### src/hdl/cfvc_pkg.sv
// ----------------------------------------------------------------------------
// cfvc_pkg
// Shared types, constants and helper functions of the circle-follow
// velocity controller.
// ----------------------------------------------------------------------------
package cfvc_pkg;

  localparam int unsigned CfgW      = 15;
  localparam int unsigned CfgIdxW   = 2;

  // input item kinds
  localparam logic CMD_GOAL = 1'b0;
  localparam logic CMD_ODOM = 1'b1;

  // configuration register indexes
  localparam logic [CfgIdxW-1:0] CFG_LIN_SPEED = 2'd0;
  localparam logic [CfgIdxW-1:0] CFG_ROT_SPEED = 2'd1;
  localparam logic [CfgIdxW-1:0] CFG_SLOWDOWN  = 2'd2;

  localparam logic [CfgW-1:0] LIN_SPEED_RST = 15'd819;
  localparam logic [CfgW-1:0] ROT_SPEED_RST = 15'd819;
  localparam logic [CfgW-1:0] SLOWDOWN_RST  = 15'd8192;
  localparam logic [CfgW-1:0] SLOWDOWN_MIN  = 15'd4096;

  // hysteresis modes
  localparam logic [1:0] MODE_STOP = 2'd0;
  localparam logic [1:0] MODE_FULL = 2'd1;
  localparam logic [1:0] MODE_SLOW = 2'd2;

  // tangent direction latch
  localparam logic [1:0] DIR_NONE = 2'd0;
  localparam logic [1:0] DIR_CW   = 2'd1;
  localparam logic [1:0] DIR_CCW  = 2'd2;

  localparam logic signed [17:0] PI_Q13      = 18'sd25736;
  localparam logic signed [17:0] HALF_PI_Q13 = 18'sd12868;
  localparam logic signed [17:0] TWO_PI_Q13  = 18'sd51472;

  localparam logic [31:0] DIST_LO = 32'd19661;
  localparam logic [31:0] DIST_HI = 32'd65536;
  localparam logic [31:0] ANG_LO  = 32'd410;
  localparam logic [31:0] ANG_HI  = 32'd819;

  localparam logic signed [31:0] LIM31    = 32'sh7FFF_FFFF;
  localparam logic signed [31:0] ONE_Q30  = 32'sh4000_0000;
  localparam logic signed [33:0] CORDIC_K = 34'sd652032874;

  localparam int unsigned SqrtIter   = 32;
  localparam int unsigned DivIter    = 31;
  localparam int unsigned CordicIter = 16;

  function automatic logic [16:0] atan_q16(input logic [3:0] i);
    logic [16:0] a;
    begin
      unique case (i)
        4'd0:  a = 17'd51472;
        4'd1:  a = 17'd30386;
        4'd2:  a = 17'd16055;
        4'd3:  a = 17'd8150;
        4'd4:  a = 17'd4091;
        4'd5:  a = 17'd2047;
        4'd6:  a = 17'd1024;
        4'd7:  a = 17'd512;
        4'd8:  a = 17'd256;
        4'd9:  a = 17'd128;
        4'd10: a = 17'd64;
        4'd11: a = 17'd32;
        4'd12: a = 17'd16;
        4'd13: a = 17'd8;
        4'd14: a = 17'd4;
        4'd15: a = 17'd2;
      endcase
      return a;
    end
  endfunction

  function automatic logic [1:0] hyst(input logic [1:0] st, input logic [31:0] e,
                                      input logic [31:0] lo, input logic [31:0] hi);
    logic [1:0] nx;
    begin
      unique case (st)
        MODE_STOP: begin
          if (e > hi) nx = MODE_FULL;
          else if (e >= lo) nx = MODE_SLOW;
          else nx = MODE_STOP;
        end
        MODE_FULL: begin
          if (e <= lo) nx = MODE_STOP;
          else if (e <= hi) nx = MODE_SLOW;
          else nx = MODE_FULL;
        end
        default: begin
          if (e >= hi) nx = MODE_FULL;
          else if (e <= lo) nx = MODE_STOP;
          else nx = MODE_SLOW;
        end
      endcase
      return nx;
    end
  endfunction

  function automatic logic signed [31:0] clamp31(input logic signed [35:0] v);
    logic signed [31:0] r;
    begin
      if (v > 36'(LIM31)) r = LIM31;
      else if (v < -36'(LIM31)) r = -LIM31;
      else r = v[31:0];
      return r;
    end
  endfunction

  function automatic logic signed [15:0] sat16(input logic signed [35:0] v);
    logic signed [15:0] r;
    begin
      if (v > 36'sd32767) r = 16'sh7FFF;
      else if (v < -36'sd32768) r = 16'sh8000;
      else r = v[15:0];
      return r;
    end
  endfunction

  function automatic logic signed [17:0] wrap_ang(input logic signed [17:0] a);
    logic signed [17:0] r;
    begin
      if (a > PI_Q13) r = a - TWO_PI_Q13;
      else if (a < -PI_Q13) r = a + TWO_PI_Q13;
      else r = a;
      return r;
    end
  endfunction

endpackage

### src/hdl/cfvc_div.sv
// ----------------------------------------------------------------------------
// cfvc_div
// Restoring divider, one quotient bit per cycle. The caller guarantees the
// quotient fits in 31 bits (top half of the numerator below the divisor).
// ----------------------------------------------------------------------------
module cfvc_div import cfvc_pkg::*; (
  input  logic        clk_i,
  input  logic        rst_ni,
  input  logic        start_i,
  input  logic [61:0] num_i,
  input  logic [31:0] den_i,
  output logic        busy_o,
  output logic [30:0] quo_o
);

  logic        busy_q;
  logic [4:0]  cnt_q;
  logic [30:0] low_q;
  logic [31:0] rem_q;
  logic [31:0] den_q;
  logic [30:0] quo_q;
  logic [32:0] rem_sh;

  assign rem_sh = {rem_q, low_q[30]};

  always_ff @(posedge clk_i or negedge rst_ni) begin
    if (!rst_ni) begin
      busy_q <= 1'b0;
      cnt_q  <= '0;
    end else if (start_i) begin
      busy_q <= 1'b1;
      cnt_q  <= '0;
    end else if (busy_q) begin
      cnt_q <= cnt_q + 5'd1;
      if (cnt_q == 5'(DivIter - 1)) busy_q <= 1'b0;
    end
  end

  always_ff @(posedge clk_i) begin
    if (start_i) begin
      rem_q <= {1'b0, num_i[61:31]};
      low_q <= num_i[30:0];
      den_q <= den_i;
      quo_q <= '0;
    end else if (busy_q) begin
      low_q <= {low_q[29:0], 1'b0};
      if (rem_sh >= {1'b0, den_q}) begin
        rem_q <= 32'(rem_sh - {1'b0, den_q});
        quo_q <= {quo_q[29:0], 1'b1};
      end else begin
        rem_q <= rem_sh[31:0];
        quo_q <= {quo_q[29:0], 1'b0};
      end
    end
  end

  assign busy_o = busy_q;
  assign quo_o  = quo_q;

endmodule

### config.mk
export PLATFORM = sky130hd
export DESIGN_NAME = cfvc_div
export DESIGN_NICKNAME = d
export VERILOG_FILES = /design/src/hdl/cfvc_pkg.sv /design/src/hdl/cfvc_div.sv
export SDC_FILE = /design/constraint.sdc
export NUM_CORES = 1
export LEC_CHECK = 0
export CAP_MARGIN = 40
export CORE_ASPECT_RATIO = 0.5
export CORE_MARGIN = 2
export CORE_UTILIZATION = 45
export DETAILED_ROUTE_END_ITERATION = 6
export DONT_BUFFER_PORTS = 1
export PLACE_DENSITY_LB_ADDON = 0.25
export SLEW_MARGIN = 20
export SYNTH_ARGS = -nofsm -noshare
export SYNTH_HDL_FRONTEND = slang
export SYNTH_SLANG_ARGS = --single-unit
### constraint.sdc
create_clock -name clk_i -period 3.84 [get_ports clk_i]
set_input_delay 1.152 -clock clk_i [delete_from_list [all_inputs] [get_ports clk_i]]
set_output_delay 1.152 -clock clk_i [all_outputs]
set_load 0.1 [all_outputs]
==> flow_summary.yaml <==
layout:
  num_antenna_cells: 0
  final_cell_mix: "edfxtp_1, mux2_2, nor2_1, inv_1, a21oi_1"
  multiInputGateArea_sq_um: 3190
  fin_nets: 784
  regArea_sq_um: 3610
  layout-area-overhead-vs-synth_pct: 18.9
  fillers: 1344
  final_util: 0.546
  drive_gt1_frac: 0.211
  final_common_cell: "edfxtp_1"
synthesis:
  synth_ff_type: "edfxtp_1"
  post-synth-top-area-fraction: 0.400
  synth_top_cell_by_area: "edfxtp_1"
  ys_warn_count: 0
  yosysUniqueCellTypes: 52
  netlist_top_cells_area: "edfxtp_1, dfxtp_1, mux2_2"
  synth_seq_area_share: 0.511
  ys_seq_elements: 132
  netlist_instances: 614
  synth_nets: 746
  netlist_area_sq_um: 7070
  syn_area_per_cell_sq_um: 11.5
  synth_edf_count: 94
  async_flop_share: 0.0455
global_route:
  track_usage: 0.183
  grt-ovfl-total: 0
  grt_pass1_wl_mm: 24.0
  antenna_found_initial: 2
  grt_pass1_vias: 4676
  grt_max_degree: 151
die:
  fp.dieH_um: 92.6
  fp-row-count: 32
  io_pins: 129
  die-area_sq_um: 16800
  coreArea_sq_um: 15400
  die_w_um: 181
  start_util: 0.460
critical_path:
  arrival_ps: 3600
  worstSetupStartpointType: "flip-flop"
  endpoint_kind: "flip-flop"
  crit_path_max_fanout: 3
  crit_type: "flip-flop to flip-flop"
  crit_path_top_delay_cell: "fa_1"
  cp.required_ps: 4020
  crit_chain: "inv_1 -> ha_1 -> inv_1 -> fa_1 -> a21o_1 -> a221oi_1 -> or3b_1 -> nand4_1 -> a31oi_1 -> o21ai_0 -> xor2_1 -> mux2_2 -> mux2_2"
  critPathMaxStageDelay_ps: 400
run_status:
  status: "completed"
timing:
  setup_violations: 0
  setup_ws_ps: 417
  drv_slew: 0
  hold_viol_final: 0
  relSlewSlack: 0.539
  clock_skew_ps: 17.1
  tightest_slew_ps: 692
  max_freq_ghz: 0.292
  tns_ps: 0
  period_share: 0.892
  post-route-min-period_ps: 3420
  grt_setup_unrepaired: "no"
power_and_ir_drop:
  p_per_area_nw_per_um2: 745
  leakage_nw: 3.61
  ir_drop_mv: 0.371
detailed_routing:
  vias: 4671
  first_pass_iters: 5
  wl_per_cell_um: 17.2
  ant_nets: 0
  drt-total-wl_mm: 14.9
  vias_per_cell: 5.38
  drt_iter0_drc: 238
  drc: 0
cts:
  clkTransAtPathRegs_ps: 70
  insertion_delay_ps: 420
  cts_setup_buffers: 0
  cts.sinks: 132
  cts_hold_buffers: 0
  numCtsBuffers: 17
  ctsRootBufferMaster: "clkbuf_16"
  cts_tree: "yes"
  cts_resized: 0
  h-tree-depth: 4
  clk_path_buf_depth: 2
placement:
  gp_congestion: 0.798
  dp_hpwl_mm: 10.0
  place_ws_ps: 411
  numPortBuffers: 0
worst_hold_path:
  hold_path_class: "input pin to asynchronous set/reset pin"
run:
  maxCapViolations: 0
==> synthesized netlist by cell type, drive strengths merged, types with 3 or more instances <==
library cell  number
edfxtp            94
mux2              62
and3               7
nor4b              3
or2                3
nand3              9
a211oi             3
nor2b             11
buf                8
a221o              4
nor2              51
nand2             24
clkbuf            14
o21ai             21
xnor2             21
inv               43
xor2              10
o211ai             3
o21a               3
dfrtp              6
nand4              8
dfxtp             32
a21o              11
a21oi             44
o21bai             6
nor3              11
nor3b              4
a31oi              7
nand2b             3
mux2i             34
ha                34
==> through the flow <==
stage | total power [mW] | hold WS [ps] | cells | cell area (sq um)
after detailed placement | 4.58 | 535 | 837 | 7790
after global placement | 4.50 | 528 | 806 | 7300
after floorplan | 4.09 | 505 | 614 | 7070
after global routing | 6.69 | 398 | 869 | 8400
final | 6.26 | 422 | 869 | 8400
after CTS | 6.30 | 401 | 869 | 8400
==> metal layers <==
layer | track usage | part of all wire
met1 | 0.246 | 0.49
met2 | 0.289 | 0.45
met3 | 0.0499 | 0.047
met4 | 0.0569 | 0.0068
met5 | 0 | 0.0018
==> state kept, by name, summed over array words and instances, names as in the netlist <==
| name | cells |
|---|---|
| den_q | 32 |
| rem_q | 32 |
| low_q | 31 |
| quo_o | 31 |
| cnt_q | 5 |
| busy_o | 1 |
==> layout make-up <==
class	count	share of cell area
clock buffer	21	0.0612
clock inverter	11	0.0116
inverter	43	0.0192
multi-input combinational	417	0.380
sequential	132	0.430
tap	204	0.0304
timing repair buffer	41	0.0673
==> worst paths after layout <==
| path | cells past startpoint | to | slack [ps] | from |
|---|---|---|---|---|
| setup / recovery | 13 | rem_q[30]$_DFFE_PP_ | 420 | low_q[30]$_DFFE_PP_ |
| hold / removal | 0 | cnt_q[0]$_DFFE_PN0P_ | 420 | rst_ni |
| setup reg to reg | 13 | rem_q[30]$_DFFE_PP_ | 420 | low_q[30]$_DFFE_PP_ |
| hold reg to reg | 1 | low_q[15]$_DFFE_PP_ | 550 | low_q[14]$_DFFE_PP_ |
| max in group asynchronous | 0 | busy_o$_DFF_PN0_ | 3330 | rst_ni |
| min in group clk_i | 1 | low_q[15]$_DFFE_PP_ | 550 | low_q[14]$_DFFE_PP_ |
==> where the power goes <==
| group | internal [mW] | switching [mW] |
|---|---|---|
| Clock | 0.982 | 0.693 |
| Combinational | 1.26 | 1.33 |
| Sequential | 1.85 | 0.143 |
==> logic make-up after synthesis <==
family	count (synthesis)	share of synthesized area
muxes	96	0.152
AOI/OAI and AO/OA	112	0.0993
adders and majority gates	35	0.0630
DFF	132	0.511
buffers and inverters	65	0.0370
xor gates and xnor gates	31	0.0384
and+or+nand+nor	143	0.0990
==> critical path: cells and delay by family, from the launching register on <==
family | cells | cell delay (ps)
fa+ha+maj | 2 | 550
simple gates | 2 | 380
xor+xnor | 1 | 150
mux | 2 | 520
compound gates | 4 | 1070
flops | 1 | 390
buf+inv | 2 | 120
Power figures use the tool's default switching activity.
