File: src/hdl/cfvc_pkg.sv
// ----------------------------------------------------------------------------
// cfvc_pkg
// Shared types, constants and helper functions of the circle-follow
// velocity controller.
// ----------------------------------------------------------------------------
package cfvc_pkg;

  localparam int unsigned CfgW      = 15;
  localparam int unsigned CfgIdxW   = 2;

  // input item kinds
  localparam logic CMD_GOAL = 1'b0;
  localparam logic CMD_ODOM = 1'b1;

  // configuration register indexes
  localparam logic [CfgIdxW-1:0] CFG_LIN_SPEED = 2'd0;
  localparam logic [CfgIdxW-1:0] CFG_ROT_SPEED = 2'd1;
  localparam logic [CfgIdxW-1:0] CFG_SLOWDOWN  = 2'd2;

  localparam logic [CfgW-1:0] LIN_SPEED_RST = 15'd819;
  localparam logic [CfgW-1:0] ROT_SPEED_RST = 15'd819;
  localparam logic [CfgW-1:0] SLOWDOWN_RST  = 15'd8192;
  localparam logic [CfgW-1:0] SLOWDOWN_MIN  = 15'd4096;

  // hysteresis modes
  localparam logic [1:0] MODE_STOP = 2'd0;
  localparam logic [1:0] MODE_FULL = 2'd1;
  localparam logic [1:0] MODE_SLOW = 2'd2;

  // tangent direction latch
  localparam logic [1:0] DIR_NONE = 2'd0;
  localparam logic [1:0] DIR_CW   = 2'd1;
  localparam logic [1:0] DIR_CCW  = 2'd2;

  localparam logic signed [17:0] PI_Q13      = 18'sd25736;
  localparam logic signed [17:0] HALF_PI_Q13 = 18'sd12868;
  localparam logic signed [17:0] TWO_PI_Q13  = 18'sd51472;

  localparam logic [31:0] DIST_LO = 32'd19661;
  localparam logic [31:0] DIST_HI = 32'd65536;
  localparam logic [31:0] ANG_LO  = 32'd410;
  localparam logic [31:0] ANG_HI  = 32'd819;

  localparam logic signed [31:0] LIM31    = 32'sh7FFF_FFFF;
  localparam logic signed [31:0] ONE_Q30  = 32'sh4000_0000;
  localparam logic signed [33:0] CORDIC_K = 34'sd652032874;

  localparam int unsigned SqrtIter   = 32;
  localparam int unsigned DivIter    = 31;
  localparam int unsigned CordicIter = 16;

  function automatic logic [16:0] atan_q16(input logic [3:0] i);
    logic [16:0] a;
    begin
      unique case (i)
        4'd0:  a = 17'd51472;
        4'd1:  a = 17'd30386;
        4'd2:  a = 17'd16055;
        4'd3:  a = 17'd8150;
        4'd4:  a = 17'd4091;
        4'd5:  a = 17'd2047;
        4'd6:  a = 17'd1024;
        4'd7:  a = 17'd512;
        4'd8:  a = 17'd256;
        4'd9:  a = 17'd128;
        4'd10: a = 17'd64;
        4'd11: a = 17'd32;
        4'd12: a = 17'd16;
        4'd13: a = 17'd8;
        4'd14: a = 17'd4;
        4'd15: a = 17'd2;
      endcase
      return a;
    end
  endfunction

  function automatic logic [1:0] hyst(input logic [1:0] st, input logic [31:0] e,
                                      input logic [31:0] lo, input logic [31:0] hi);
    logic [1:0] nx;
    begin
      unique case (st)
        MODE_STOP: begin
          if (e > hi) nx = MODE_FULL;
          else if (e >= lo) nx = MODE_SLOW;
          else nx = MODE_STOP;
        end
        MODE_FULL: begin
          if (e <= lo) nx = MODE_STOP;
          else if (e <= hi) nx = MODE_SLOW;
          else nx = MODE_FULL;
        end
        default: begin
          if (e >= hi) nx = MODE_FULL;
          else if (e <= lo) nx = MODE_STOP;
          else nx = MODE_SLOW;
        end
      endcase
      return nx;
    end
  endfunction

  function automatic logic signed [31:0] clamp31(input logic signed [35:0] v);
    logic signed [31:0] r;
    begin
      if (v > 36'(LIM31)) r = LIM31;
      else if (v < -36'(LIM31)) r = -LIM31;
      else r = v[31:0];
      return r;
    end
  endfunction

  function automatic logic signed [15:0] sat16(input logic signed [35:0] v);
    logic signed [15:0] r;
    begin
      if (v > 36'sd32767) r = 16'sh7FFF;
      else if (v < -36'sd32768) r = 16'sh8000;
      else r = v[15:0];
      return r;
    end
  endfunction

  function automatic logic signed [17:0] wrap_ang(input logic signed [17:0] a);
    logic signed [17:0] r;
    begin
      if (a > PI_Q13) r = a - TWO_PI_Q13;
      else if (a < -PI_Q13) r = a + TWO_PI_Q13;
      else r = a;
      return r;
    end
  endfunction

endpackage

File: src/hdl/cfvc_sqrt.sv
// ----------------------------------------------------------------------------
// cfvc_sqrt
// Iterative floor square root of a 64-bit value, one root bit per cycle.
// ----------------------------------------------------------------------------
module cfvc_sqrt import cfvc_pkg::*; (
  input  logic        clk_i,
  input  logic        rst_ni,
  input  logic        start_i,
  input  logic [63:0] op_i,
  output logic        busy_o,
  output logic [31:0] root_o
);

  logic        busy_q;
  logic [4:0]  cnt_q;
  logic [63:0] src_q;
  logic [33:0] rem_q;
  logic [31:0] root_q;
  logic [35:0] rem_sh;
  logic [35:0] trial;

  assign rem_sh = {rem_q, src_q[63:62]};
  assign trial  = {2'b00, root_q, 2'b01};

  always_ff @(posedge clk_i or negedge rst_ni) begin
    if (!rst_ni) begin
      busy_q <= 1'b0;
      cnt_q  <= '0;
    end else if (start_i) begin
      busy_q <= 1'b1;
      cnt_q  <= '0;
    end else if (busy_q) begin
      cnt_q <= cnt_q + 5'd1;
      if (cnt_q == 5'(SqrtIter - 1)) busy_q <= 1'b0;
    end
  end

  always_ff @(posedge clk_i) begin
    if (start_i) begin
      src_q  <= op_i;
      rem_q  <= '0;
      root_q <= '0;
    end else if (busy_q) begin
      src_q <= {src_q[61:0], 2'b00};
      if (rem_sh >= trial) begin
        rem_q  <= 34'(rem_sh - trial);
        root_q <= {root_q[30:0], 1'b1};
      end else begin
        rem_q  <= rem_sh[33:0];
        root_q <= {root_q[30:0], 1'b0};
      end
    end
  end

  assign busy_o = busy_q;
  assign root_o = root_q;

endmodule

File: config.mk
export PLATFORM = sky130hd
export DESIGN_NAME = cfvc_sqrt
export DESIGN_NICKNAME = d
export VERILOG_FILES = /design/src/hdl/cfvc_pkg.sv /design/src/hdl/cfvc_sqrt.sv
export SDC_FILE = /design/constraint.sdc
export NUM_CORES = 1
export LEC_CHECK = 0
export ABC_AREA = 0
export BUFFER_PORTS_ARGS = -buffer_cell sky130_fd_sc_hd__buf_2
export CAP_MARGIN = 20
export CORE_MARGIN = 10
export CORE_UTILIZATION = 30
export CTS_CLUSTER_DIAMETER = 50
export DETAILED_ROUTE_END_ITERATION = 16
export HOLD_SLACK_MARGIN = 0.05
export PLACE_DENSITY = 0.46
export RECOVER_POWER = 25
export SKIP_CTS_REPAIR_TIMING = 1
export SYNTH_ARGS = -nofsm -noshare
export SYNTH_HDL_FRONTEND = slang
export SYNTH_SLANG_ARGS = --single-unit
File: constraint.sdc
create_clock -name clk_i -period 3.7 [get_ports clk_i]
set_clock_uncertainty 0.2 [all_clocks]
set_input_delay 0.555 -clock clk_i [delete_from_list [all_inputs] [get_ports clk_i]]
set_output_delay 0.555 -clock clk_i [all_outputs]
set_load 0.03 [all_outputs]
==> key figures <==
Run status
  – Status: complete, but fails checks
  – Failing checks: capacitance limit, slew limit

CTS
  – CTS tree: built
  – Cts bufs inserted: 17
  – Clk buf depth: 2
  – Clock slew at reported path FFs: 70 ps
  – Skew-Pair Late Insertion Delay: 430 ps
  – CTS H-tree lvls: 4
  – Clk sink count: 136
  – Root Buffer Master: clkbuf_16

Yosys
  – Post-Synth Adder-Cell Area: 5.95%
  – Top cell type's share of synthesized area: 25.4%
  – Yosys reg bits: 136
  – Yosys warnings: 0
  – Syn_area_per_cell: 10.7 sq um
  – Synth area leader: edfxtp_1
  – Main area contributors after synthesis: edfxtp_1 (25%), dfxtp_1 (17%), mux2_2 (9.4%), mux2i_1 (8.1%), ha_1 (6.0%)
  – Most common cell in the netlist: nor2_1
  – Largest family of logic cells by synthesized area: multiplexers
  – Syn Nets: 809
  – Post-synth top cells: nor2_1 (86), dfxtp_1 (66), edfxtp_1 (64)
  – Sequential element share of the synthesized area: 44.8%
  – Post-Synth Simple-Gate Area: 10.2%
  – Ys async rst share: 4.41%
  – Synth Flop Type: dfxtp_1
  – EDFF count, synth: 64
  – Distinct cells, synth: 70
  – Post-synthesis compound-gate area fraction: 12.8%
  – Xor and xnor area share after synthesis: 3.82%
  – Multiplexer share of the synthesized area: 17.4%
  – Syn Std Cell Area: 7570 sq um
  – Syn Inst Count: 706

Placement
  – GPL Wtd Cong: 0.769
  – HPWL Detailed: 12500 um
  – Area after DPL: 8340 sq um
  – Count of input and output buffers: 99

Worst setup path
  – Worst-path cell chain: inv_1 > ha_1 > and2b_2 > o31ai_2 > a211oi_4 > nor2_4 > o311ai_4 > a31oi_4 > a21o_2 > buf_12 > mux2i_1 > a211oi_1
  – Internal reg-to-reg setup slack: 320 ps
  – Crit-path max cell delay: 380 ps
  – Worst R2R Start: root_o[0]$_SDFFE_PP0P_
  – Worst Path Arrival: 3400 ps
  – CP Launch Type: register
  – Crit path max-delay family: compound AO/OA/AOI/OAI gates
  – CP bufs+invs: 2
  – R2R depth: 12
  – Crit. End Element: register
  – Crit-path slowest cell: o31ai_2
  – CP Max Fanout: 18
  – Crit path kind: reg2reg
  – Critical register-to-register path endpoint: rem_q[29]$_SDFFE_PP0P_
  – CP required: 3720 ps

STA
  – Hold Violations, Final: 0
  – RSZ-0062 raised after global routing: no
  – Fmax: 295 MHz
  – Period utilization: 91.5%
  – Fin Setup TNS: 0 ps
  – Worst Max-Slew Pin Slew: 1900 ps
  – Min Tclk post-route: 3380 ps
  – Slew Limit Fails: 82
  – Final setup viols: 0
  – Rel. slew slack: -26.7%

Final layout
  – Area occupied by multi-input gates: 3800 sq um
  – Nets: 901
  – Sequential Area: 3400 sq um
  – Post-route cell area: 8980 sq um
  – FILL cells: 2569
  – Post-layout util: 35.9%
  – Share of cells above drive strength 1: 23.9%
  – Area growth from synthesis to layout: 18.6%

Route
  – Starting DRT DRC Count: 282
  – DRC: 0
  – Drt total wl: 17900 um
  – Post-DR wirelength/cell: 15.6 um
  – Routed Antenna Nets: 0
  – Vias: 5369
  – Iteration count of the initial detailed-routing pass: 4
  – Average vias per placed instance: 4.69

Global routing
  – First-pass GRT wire length: 29300 um
  – Initial antenna violation count: 6
  – Largest net degree at the start of global routing: 82
  – Total gr overflow: 0
  – GR Util All Layers: 11.5%
  – Number of global-route vias before repair: 5602

Pwr
  – Clock Power Share: 26.2%
  – Comb power frac: 46.8%
  – Worst VDD drop: 0.000329 V
  – Pwr dens: 808 nW/um^2
  – Switching share of total power: 37.8%
  – Internal: 4.51 mW
  – Leak: 3.75 nW
  – Switch Pwr: 2.74 mW
  – Reg power frac: 27.0%

Worst hold path
  – Hold depth: 2
  – Min-Delay Path Class: in2reg
  – Hold EP: src_q[1]$_SDFFCE_PN0P_
  – Min-delay src: op_i[1]

Floorplanning
  – Die footprint: 32000 sq um
  – Starting density of the core: 30.2%
  – Core Area: 25000 sq um
  – I/O pins: 100
  – Rows: 58
  – Die W: 179 um
  – Die Ht: 179 um

Flow run
  – Max cap viols: 1
==> how the worst max path moves through the flow <==
stage / startpoint / to / slack, ps / depth (start not counted)
after floorplan: root_o[0]$_SDFFE_PP0P_ / rem_q[11]$_SDFFE_PP0P_ / 590 / 13
after global placement: root_o[14]$_SDFFE_PP0P_ / rem_q[33]$_SDFFE_PP0P_ / 300 / 12
after detailed placement: root_o[14]$_SDFFE_PP0P_ / rem_q[33]$_SDFFE_PP0P_ / 310 / 12
after CTS: root_o[14]$_SDFFE_PP0P_ / rem_q[33]$_SDFFE_PP0P_ / 260 / 12
after global routing: root_o[0]$_SDFFE_PP0P_ / rem_q[29]$_SDFFE_PP0P_ / 70 / 12
final: root_o[0]$_SDFFE_PP0P_ / rem_q[29]$_SDFFE_PP0P_ / 320 / 12
==> power by group through the flow <==
| stage | Sequential (mW) | Clock, mW | Combinational, mW |
|---|---|---|---|
| 6_report | 1.96 | 1.90 | 3.39 |
| 5_1_grt | 1.99 | 2.03 | 3.77 |
| 4_1_cts | 1.96 | 1.97 | 3.42 |
| 3_5_place_dp | 1.99 | 0 | 3.40 |
| 3_3_place_gp | 1.99 | 0 | 3.43 |
| 2_1_floorplan | 1.97 | 0 | 2.81 |
==> area by class of cell <==
cell class / instances / area share (%)
multi-input combinational: 492 / 42.4
clock inverter: 15 / 2.54
clock buffer: 17 / 4.74
tap: 330 / 4.60
inverter: 42 / 1.76
timing repair buffer: 109 / 6.06
sequential: 136 / 37.8
antenna: 3 / 0.0836
==> metrics by stage <==
stage | std cells | hold slack, ps | power (mW) | worst slack, ps
final | 1144 | 212 | 7.25 | 315
after global routing | 1141 | 201 | 7.79 | 73.0
after CTS | 1140 | -279 | 7.35 | 258
after detailed placement | 1108 | 196 | 5.39 | 309
after global placement | 1108 | 191 | 5.42 | 296
after floorplan | 706 | 59.4 | 4.78 | 589
==> logic make-up after synthesis <==
logic type	Yosys count
flip-flops	136
adder cells (fa/ha/maj)	36
buffers and inverters	78
multiplexers	124
XOR/XNOR	33
AND/OR/NAND/NOR	165
AO/OA/AOI/OAI	134
==> cell usage in the layout, fill, tap and decap left out, types with 3 or more instances in the layout <==
cell,n
edfxtp_1,64
nor3_1,3
clkinv_8,3
ha_1,36
o31ai_1,3
mux2i_1,61
dfrtp_1,5
nor2b_1,4
inv_1,41
a21o_1,8
nor2_1,86
or3_1,4
buf_4,7
and3_1,3
bufinv_16,3
mux2_2,63
xor2_1,11
a21boi_0,3
o21ai_0,23
diode_2,3
nand2_1,35
xnor2_1,22
buf_2,65
a211oi_1,28
a21oi_1,36
o21a_1,5
dfxtp_1,66
inv_6,5
nand4_1,6
clkbuf_16,17
inv_8,4
clkbuf_1,33
==> sequential cells by signal (all words and copies together), names as in the netlist <==
signal,count
src_q,64
rem_q,34
root_o,32
cnt_q,5
busy_o,1
==> metal layers <==
metal / track usage [%] / up-vias / wire length, um
li1: - / 2724 / -
met1: 13.9 / 2530 / 8150
met2: 17.8 / 94 / 8160
met3: 5.52 / 15 / 1400
met4: 2.89 / 6 / 151
met5: 0 / - / 34
(Power assumes the default switching activity.)
