### config.mk
export PLATFORM = sky130hd
export DESIGN_NAME = cfvc_cordic
export DESIGN_NICKNAME = d
export VERILOG_FILES = /design/src/hdl/cfvc_pkg.sv /design/src/hdl/cfvc_cordic.sv
export SDC_FILE = /design/constraint.sdc
export NUM_CORES = 1
export LEC_CHECK = 0
export ABC_CLOCK_PERIOD_IN_PS = 8100
export BUFFER_PORTS_ARGS = -buffer_cell sky130_fd_sc_hd__buf_2
export CAP_MARGIN = 5
export CORE_MARGIN = 1
export CORE_UTILIZATION = 70
export CTS_BUF_LIST = sky130_fd_sc_hd__clkbuf_8
export DETAILED_ROUTE_END_ITERATION = 8
export GPL_TIMING_DRIVEN = 0
export PLACE_DENSITY = 0.95
export RECOVER_POWER = 100
export REMOVE_ABC_BUFFERS = 1
export SETUP_SLACK_MARGIN = 0.4
export SKIP_LAST_GASP = 1
export SLEW_MARGIN = 5
export SYNTH_ARGS = -nofsm -noshare
export SYNTH_HDL_FRONTEND = slang
export SYNTH_SLANG_ARGS = --single-unit
### constraint.sdc
create_clock -name clk_i -period 8.1 [get_ports clk_i]
set_input_delay 1.62 -clock clk_i [delete_from_list [all_inputs] [get_ports clk_i]]
set_output_delay 1.62 -clock clk_i [all_outputs]
set_load 0.01 [all_outputs]
### src/hdl/cfvc_pkg.sv
// ----------------------------------------------------------------------------
// cfvc_pkg
// Shared types, constants and helper functions of the circle-follow
// velocity controller.
// ----------------------------------------------------------------------------
package cfvc_pkg;

  localparam int unsigned CfgW      = 15;
  localparam int unsigned CfgIdxW   = 2;

  // input item kinds
  localparam logic CMD_GOAL = 1'b0;
  localparam logic CMD_ODOM = 1'b1;

  // configuration register indexes
  localparam logic [CfgIdxW-1:0] CFG_LIN_SPEED = 2'd0;
  localparam logic [CfgIdxW-1:0] CFG_ROT_SPEED = 2'd1;
  localparam logic [CfgIdxW-1:0] CFG_SLOWDOWN  = 2'd2;

  localparam logic [CfgW-1:0] LIN_SPEED_RST = 15'd819;
  localparam logic [CfgW-1:0] ROT_SPEED_RST = 15'd819;
  localparam logic [CfgW-1:0] SLOWDOWN_RST  = 15'd8192;
  localparam logic [CfgW-1:0] SLOWDOWN_MIN  = 15'd4096;

  // hysteresis modes
  localparam logic [1:0] MODE_STOP = 2'd0;
  localparam logic [1:0] MODE_FULL = 2'd1;
  localparam logic [1:0] MODE_SLOW = 2'd2;

  // tangent direction latch
  localparam logic [1:0] DIR_NONE = 2'd0;
  localparam logic [1:0] DIR_CW   = 2'd1;
  localparam logic [1:0] DIR_CCW  = 2'd2;

  localparam logic signed [17:0] PI_Q13      = 18'sd25736;
  localparam logic signed [17:0] HALF_PI_Q13 = 18'sd12868;
  localparam logic signed [17:0] TWO_PI_Q13  = 18'sd51472;

  localparam logic [31:0] DIST_LO = 32'd19661;
  localparam logic [31:0] DIST_HI = 32'd65536;
  localparam logic [31:0] ANG_LO  = 32'd410;
  localparam logic [31:0] ANG_HI  = 32'd819;

  localparam logic signed [31:0] LIM31    = 32'sh7FFF_FFFF;
  localparam logic signed [31:0] ONE_Q30  = 32'sh4000_0000;
  localparam logic signed [33:0] CORDIC_K = 34'sd652032874;

  localparam int unsigned SqrtIter   = 32;
  localparam int unsigned DivIter    = 31;
  localparam int unsigned CordicIter = 16;

  function automatic logic [16:0] atan_q16(input logic [3:0] i);
    logic [16:0] a;
    begin
      unique case (i)
        4'd0:  a = 17'd51472;
        4'd1:  a = 17'd30386;
        4'd2:  a = 17'd16055;
        4'd3:  a = 17'd8150;
        4'd4:  a = 17'd4091;
        4'd5:  a = 17'd2047;
        4'd6:  a = 17'd1024;
        4'd7:  a = 17'd512;
        4'd8:  a = 17'd256;
        4'd9:  a = 17'd128;
        4'd10: a = 17'd64;
        4'd11: a = 17'd32;
        4'd12: a = 17'd16;
        4'd13: a = 17'd8;
        4'd14: a = 17'd4;
        4'd15: a = 17'd2;
      endcase
      return a;
    end
  endfunction

  function automatic logic [1:0] hyst(input logic [1:0] st, input logic [31:0] e,
                                      input logic [31:0] lo, input logic [31:0] hi);
    logic [1:0] nx;
    begin
      unique case (st)
        MODE_STOP: begin
          if (e > hi) nx = MODE_FULL;
          else if (e >= lo) nx = MODE_SLOW;
          else nx = MODE_STOP;
        end
        MODE_FULL: begin
          if (e <= lo) nx = MODE_STOP;
          else if (e <= hi) nx = MODE_SLOW;
          else nx = MODE_FULL;
        end
        default: begin
          if (e >= hi) nx = MODE_FULL;
          else if (e <= lo) nx = MODE_STOP;
          else nx = MODE_SLOW;
        end
      endcase
      return nx;
    end
  endfunction

  function automatic logic signed [31:0] clamp31(input logic signed [35:0] v);
    logic signed [31:0] r;
    begin
      if (v > 36'(LIM31)) r = LIM31;
      else if (v < -36'(LIM31)) r = -LIM31;
      else r = v[31:0];
      return r;
    end
  endfunction

  function automatic logic signed [15:0] sat16(input logic signed [35:0] v);
    logic signed [15:0] r;
    begin
      if (v > 36'sd32767) r = 16'sh7FFF;
      else if (v < -36'sd32768) r = 16'sh8000;
      else r = v[15:0];
      return r;
    end
  endfunction

  function automatic logic signed [17:0] wrap_ang(input logic signed [17:0] a);
    logic signed [17:0] r;
    begin
      if (a > PI_Q13) r = a - TWO_PI_Q13;
      else if (a < -PI_Q13) r = a + TWO_PI_Q13;
      else r = a;
      return r;
    end
  endfunction

endpackage

### src/hdl/cfvc_cordic.sv
// ----------------------------------------------------------------------------
// cfvc_cordic
// Iterative rotation-mode CORDIC giving cosine and sine in Q.30 from a
// Q2.13 angle, one micro-rotation per cycle.
// ----------------------------------------------------------------------------
module cfvc_cordic import cfvc_pkg::*; (
  input  logic               clk_i,
  input  logic               rst_ni,
  input  logic               start_i,
  input  logic signed [15:0] ang_i,
  output logic               busy_o,
  output logic signed [31:0] cos_o,
  output logic signed [31:0] sin_o
);

  logic               busy_q;
  logic [3:0]         cnt_q;
  logic signed [33:0] x_q, y_q;
  logic signed [19:0] z_q;
  logic               neg_q;
  logic signed [17:0] ang_ext, ang_red;
  logic               ang_neg;
  logic signed [33:0] dx, dy, x_out, y_out;
  logic signed [19:0] dz;

  // fold into the right half plane, flip the result back at the end
  always_comb begin
    ang_ext = 18'(ang_i);
    ang_neg = 1'b0;
    ang_red = ang_ext;
    if (ang_ext > HALF_PI_Q13) begin
      ang_red = ang_ext - PI_Q13;
      ang_neg = 1'b1;
    end else if (ang_ext < -HALF_PI_Q13) begin
      ang_red = ang_ext + PI_Q13;
      ang_neg = 1'b1;
    end
  end

  assign dx = y_q >>> cnt_q;
  assign dy = x_q >>> cnt_q;
  assign dz = $signed({3'b000, atan_q16(cnt_q)});

  always_ff @(posedge clk_i or negedge rst_ni) begin
    if (!rst_ni) begin
      busy_q <= 1'b0;
      cnt_q  <= '0;
    end else if (start_i) begin
      busy_q <= 1'b1;
      cnt_q  <= '0;
    end else if (busy_q) begin
      cnt_q <= cnt_q + 4'd1;
      if (cnt_q == 4'(CordicIter - 1)) busy_q <= 1'b0;
    end
  end

  always_ff @(posedge clk_i) begin
    if (start_i) begin
      x_q   <= CORDIC_K;
      y_q   <= '0;
      z_q   <= {ang_red[16:0], 3'b000};
      neg_q <= ang_neg;
    end else if (busy_q) begin
      if (!z_q[19]) begin
        x_q <= x_q - dx;
        y_q <= y_q + dy;
        z_q <= z_q - dz;
      end else begin
        x_q <= x_q + dx;
        y_q <= y_q - dy;
        z_q <= z_q + dz;
      end
    end
  end

  assign x_out  = neg_q ? -x_q : x_q;
  assign y_out  = neg_q ? -y_q : y_q;
  assign cos_o  = x_out[31:0];
  assign sin_o  = y_out[31:0];
  assign busy_o = busy_q;

endmodule

==> results.sh <==
export IMPL_status="finished, violations left"
export IMPL_violations="capacitance limit, slew limit"
export IMPL_period_share=0.915
export IMPL_place_congestion=0.953
export IMPL_n_fill_cell=1565
export IMPL_start_util=0.720
export IMPL_cts_htree_levels=3
export IMPL_finalWirelength_mm=46.9
export IMPL_die_x_um=150
export IMPL_finalSetupViolCount=0
export IMPL_whs_ns=0.523
export IMPL_grt_total_usage=0.416
export IMPL_antenna_found_initial=1
export IMPL_final_nets=2039
export IMPL_die_y_um=150
export IMPL_rrSetupSlack_ns=0.70
export IMPL_synth_seq_cells=94
export IMPL_cts_resized=0
export IMPL_dpl_cell_area_um2=15600
export IMPL_grt_pass1_wl_mm=73.9
export IMPL_ctsHoldBuffers=0
export IMPL_diodes=0
export IMPL_clock_latency_ns=0.42
export IMPL_rsz0062_at_grt="false"
export IMPL_timing_critical_path_cells="clkbuf_1 > inv_1 > nand2_1 > nor2_1 > a32o_1"
export IMPL_die_area_um2=22400
export IMPL_max_freq_ghz=0.135
export IMPL_maxCapViolCount=4
export IMPL_crit_path_end="z_q[15]"
export IMPL_relSlewSlack=-1.35
export IMPL_io_pins=84
export IMPL_async_reset_ff_frac=0.0532
export IMPL_crit_path_end_kind="flop"
export IMPL_grt_start_max_net_pins=78
export IMPL_clockBufferDepth=2
export IMPL_worstRegToRegCells=20
export IMPL_cp_start_kind="input port"
export IMPL_stdcell_area_um2=15600
export IMPL_clk_transition_reported_paths_ns=0.12
export IMPL_cts_tree="yes"
export IMPL_cts_made_buffers=9
export IMPL_port_buffer_count=83
export IMPL_cp_startpoint="start_i"
export IMPL_cp_data_required_time_ns=8.26
export IMPL_rows=53
export IMPL_drc=0
export IMPL_syn_area_um2=15300
export IMPL_fin_skew_ns=0.0240
export IMPL_syn2layout_area_growth_pct=2.47
export IMPL_hold_class="flop to flop"
export IMPL_hold_violations=0
export IMPL_r2r_start="cnt_q[1]"
export IMPL_path_class="input port to flop"
export IMPL_postSynthCellCount=1963
export IMPL_synth_cell_type_count=86
export IMPL_post_drt_wl_per_cell_um=21.4
export IMPL_vias=15900
export IMPL_ant_nets=0
export IMPL_clock_root_buffer="clkbuf_8"
export IMPL_period_needed_ns=7.41
export IMPL_drv_slew=188
export IMPL_gr_total_overflow=0
export IMPL_yosysSeqAreaShare=0.137
export IMPL_synth_enable_flop_cells=18
export IMPL_worst_slew_pin_slew_ns=3.52
export IMPL_drive_gt1_frac=0.0849
export IMPL_regToRegEndpoint="y_q[33]"
export IMPL_slowest_stage="clkbuf_1"
export IMPL_crit_path_max_fanout=63
export IMPL_arrival_ns=7.58
export IMPL_core_um2=21200
export IMPL_first_pass_iters=6
export IMPL_drt_iter0_drc=1981
export IMPL_drt_vias_per_instance=7.27
export IMPL_synth_ff_type="dfxtp_1"
export IMPL_synth_warnings=0
export IMPL_cpPeakStageDelay_ns=2.44
export IMPL_dpl_hpwl_mm=32.7
export IMPL_cts_sinks=94
export IMPL_grt_pass1_vias=14700
export IMPL_synth_area_per_cell_um2=7.78
export IMPL_post_cts_repair_setup_buffers=0
-- sequential cells by signal, indices dropped and copies added (netlist names) --
| signal | cells |
|---|---|
| busy_o | 1 |
| cnt_q | 4 |
| x_q | 34 |
| y_q | 34 |
| z_q | 20 |
| neg_q | 1 |
-- logic make-up (layout without fill, tap and decap cells) --
| logic type | Yosys count | in the layout | share of synthesized area |
|---|---|---|---|
| buffers and inverters | 202 | 158 | 0.0585 |
| XOR/XNOR | 218 | 218 | 0.125 |
| AO/OA/AOI/OAI | 585 | 585 | 0.243 |
| flip-flops | 94 | 94 | 0.137 |
| adder cells (fa/ha/maj) | 106 | 106 | 0.0883 |
| multiplexers | 172 | 172 | 0.169 |
| AND/OR/NAND/NOR | 586 | 586 | 0.180 |
-- synth_stat cells, types with 34 or more instances --
cell type / number / share of area
a21oi_1: 161 / 0.053
a21o_1: 34 / 0.017
dfxtp_1: 71 / 0.093
mux2_2: 35 / 0.026
ha_1: 103 / 0.084
xor2_1: 74 / 0.042
clkbuf_1: 91 / 0.022
mux4_2: 58 / 0.086
nand2_1: 223 / 0.055
o21ai_0: 142 / 0.047
mux2i_1: 72 / 0.047
nor2_1: 144 / 0.035
nand3_1: 35 / 0.011
a31oi_1: 37 / 0.015
xnor2_1: 144 / 0.083
inv_1: 48 / 0.012
-- area by class of cell --
class / count / area [um2] / share of cell area
well taps: 275 / 344 / 0.0220
multi-input cells: 1667 / 12300 / 0.785
clock inverters: 7 / 82.6 / 0.00528
flip-flops and latches: 94 / 2100 / 0.134
inverters: 49 / 184 / 0.0118
clock buffers: 9 / 124 / 0.00792
repair buffers: 93 / 536 / 0.0342
-- worst max-delay path, delay by kind of cell --
kind | cells | cell delay (ns)
buffers and inverters | 2 | 4.17
AND/OR/NAND/NOR | 2 | 1.44
AO/OA/AOI/OAI | 1 | 0.30
-- worst min-delay path by stage --
stage	start	endpoint	slack, ns	depth (start not counted)
2_1_floorplan	z_q[2]	z_q[2]	0.46	2
3_3_place_gp	z_q[2]	z_q[2]	0.48	2
3_5_place_dp	z_q[0]	z_q[0]	0.49	2
4_1_cts	z_q[0]	z_q[0]	0.52	2
5_1_grt	z_q[0]	z_q[0]	0.57	2
6_report	z_q[0]	z_q[0]	0.52	2
-- layout by cell type (no fill, tap or decap), types with 12 or more instances in the layout --
| cell type | netlist | routed |
|---|---|---|
| a211oi_1 | 22 | 23 |
| a21o_1 | 34 | 34 |
| a21oi_1 | 161 | 162 |
| a31oi_1 | 37 | 37 |
| and2_1 | 22 | 17 |
| and3_1 | 15 | 15 |
| buf_2 | 24 | 19 |
| clkbuf_1 | 91 | 66 |
| dfxtp_1 | 71 | 71 |
| edfxtp_1 | 18 | 18 |
| ha_1 | 103 | 103 |
| inv_1 | 48 | 48 |
| mux2_2 | 35 | 35 |
| mux2i_1 | 72 | 72 |
| mux4_2 | 58 | 58 |
| nand2_1 | 223 | 223 |
| nand2b_1 | 28 | 28 |
| nand3_1 | 35 | 35 |
| nand4_1 | 13 | 14 |
| nor2_1 | 144 | 143 |
| nor2b_1 | 28 | 28 |
| nor3_1 | 18 | 18 |
| o211ai_1 | 19 | 19 |
| o21a_1 | 14 | 14 |
| o21ai_0 | 142 | 142 |
| o21bai_1 | 15 | 15 |
| o22ai_1 | 15 | 15 |
| o31ai_1 | 20 | 20 |
| or2_2 | 12 | 12 |
| or3_1 | 22 | 22 |
| xnor2_1 | 144 | 144 |
| xor2_1 | 74 | 74 |
-- routing by layer --
layer  routed length [um]  part of all wire  vias to the layer above  GRT usage
met5                    0                 0                        -          0
met4                 3100             0.066                        0      0.270
li1                     -                 -                     7087          -
met2                20400              0.44                     1229      0.643
met1                17600              0.37                     7329      0.525
met3                 5820              0.12                      301     0.0860
-- stage by stage --
| step | setup slack (ns) | setup TNS, ns | util | instances |
|---|---|---|---|---|
| after global placement | -2.20 | -56.81 | 0.722 | 2168 |
| final | 0.687 | 0 | 0.737 | 2194 |
| after CTS | 1.15 | 0 | 0.744 | 2194 |
| after floorplan | -0.0248 | -0.0248 | - | 1810 |
| after global routing | 0.419 | 0 | 0.737 | 2194 |
| after detailed placement | 1.18 | 0 | 0.735 | 2178 |
Power is not shown: default switching activity piles up to over one toggle a cycle in this logic, so the estimate is an artifact.
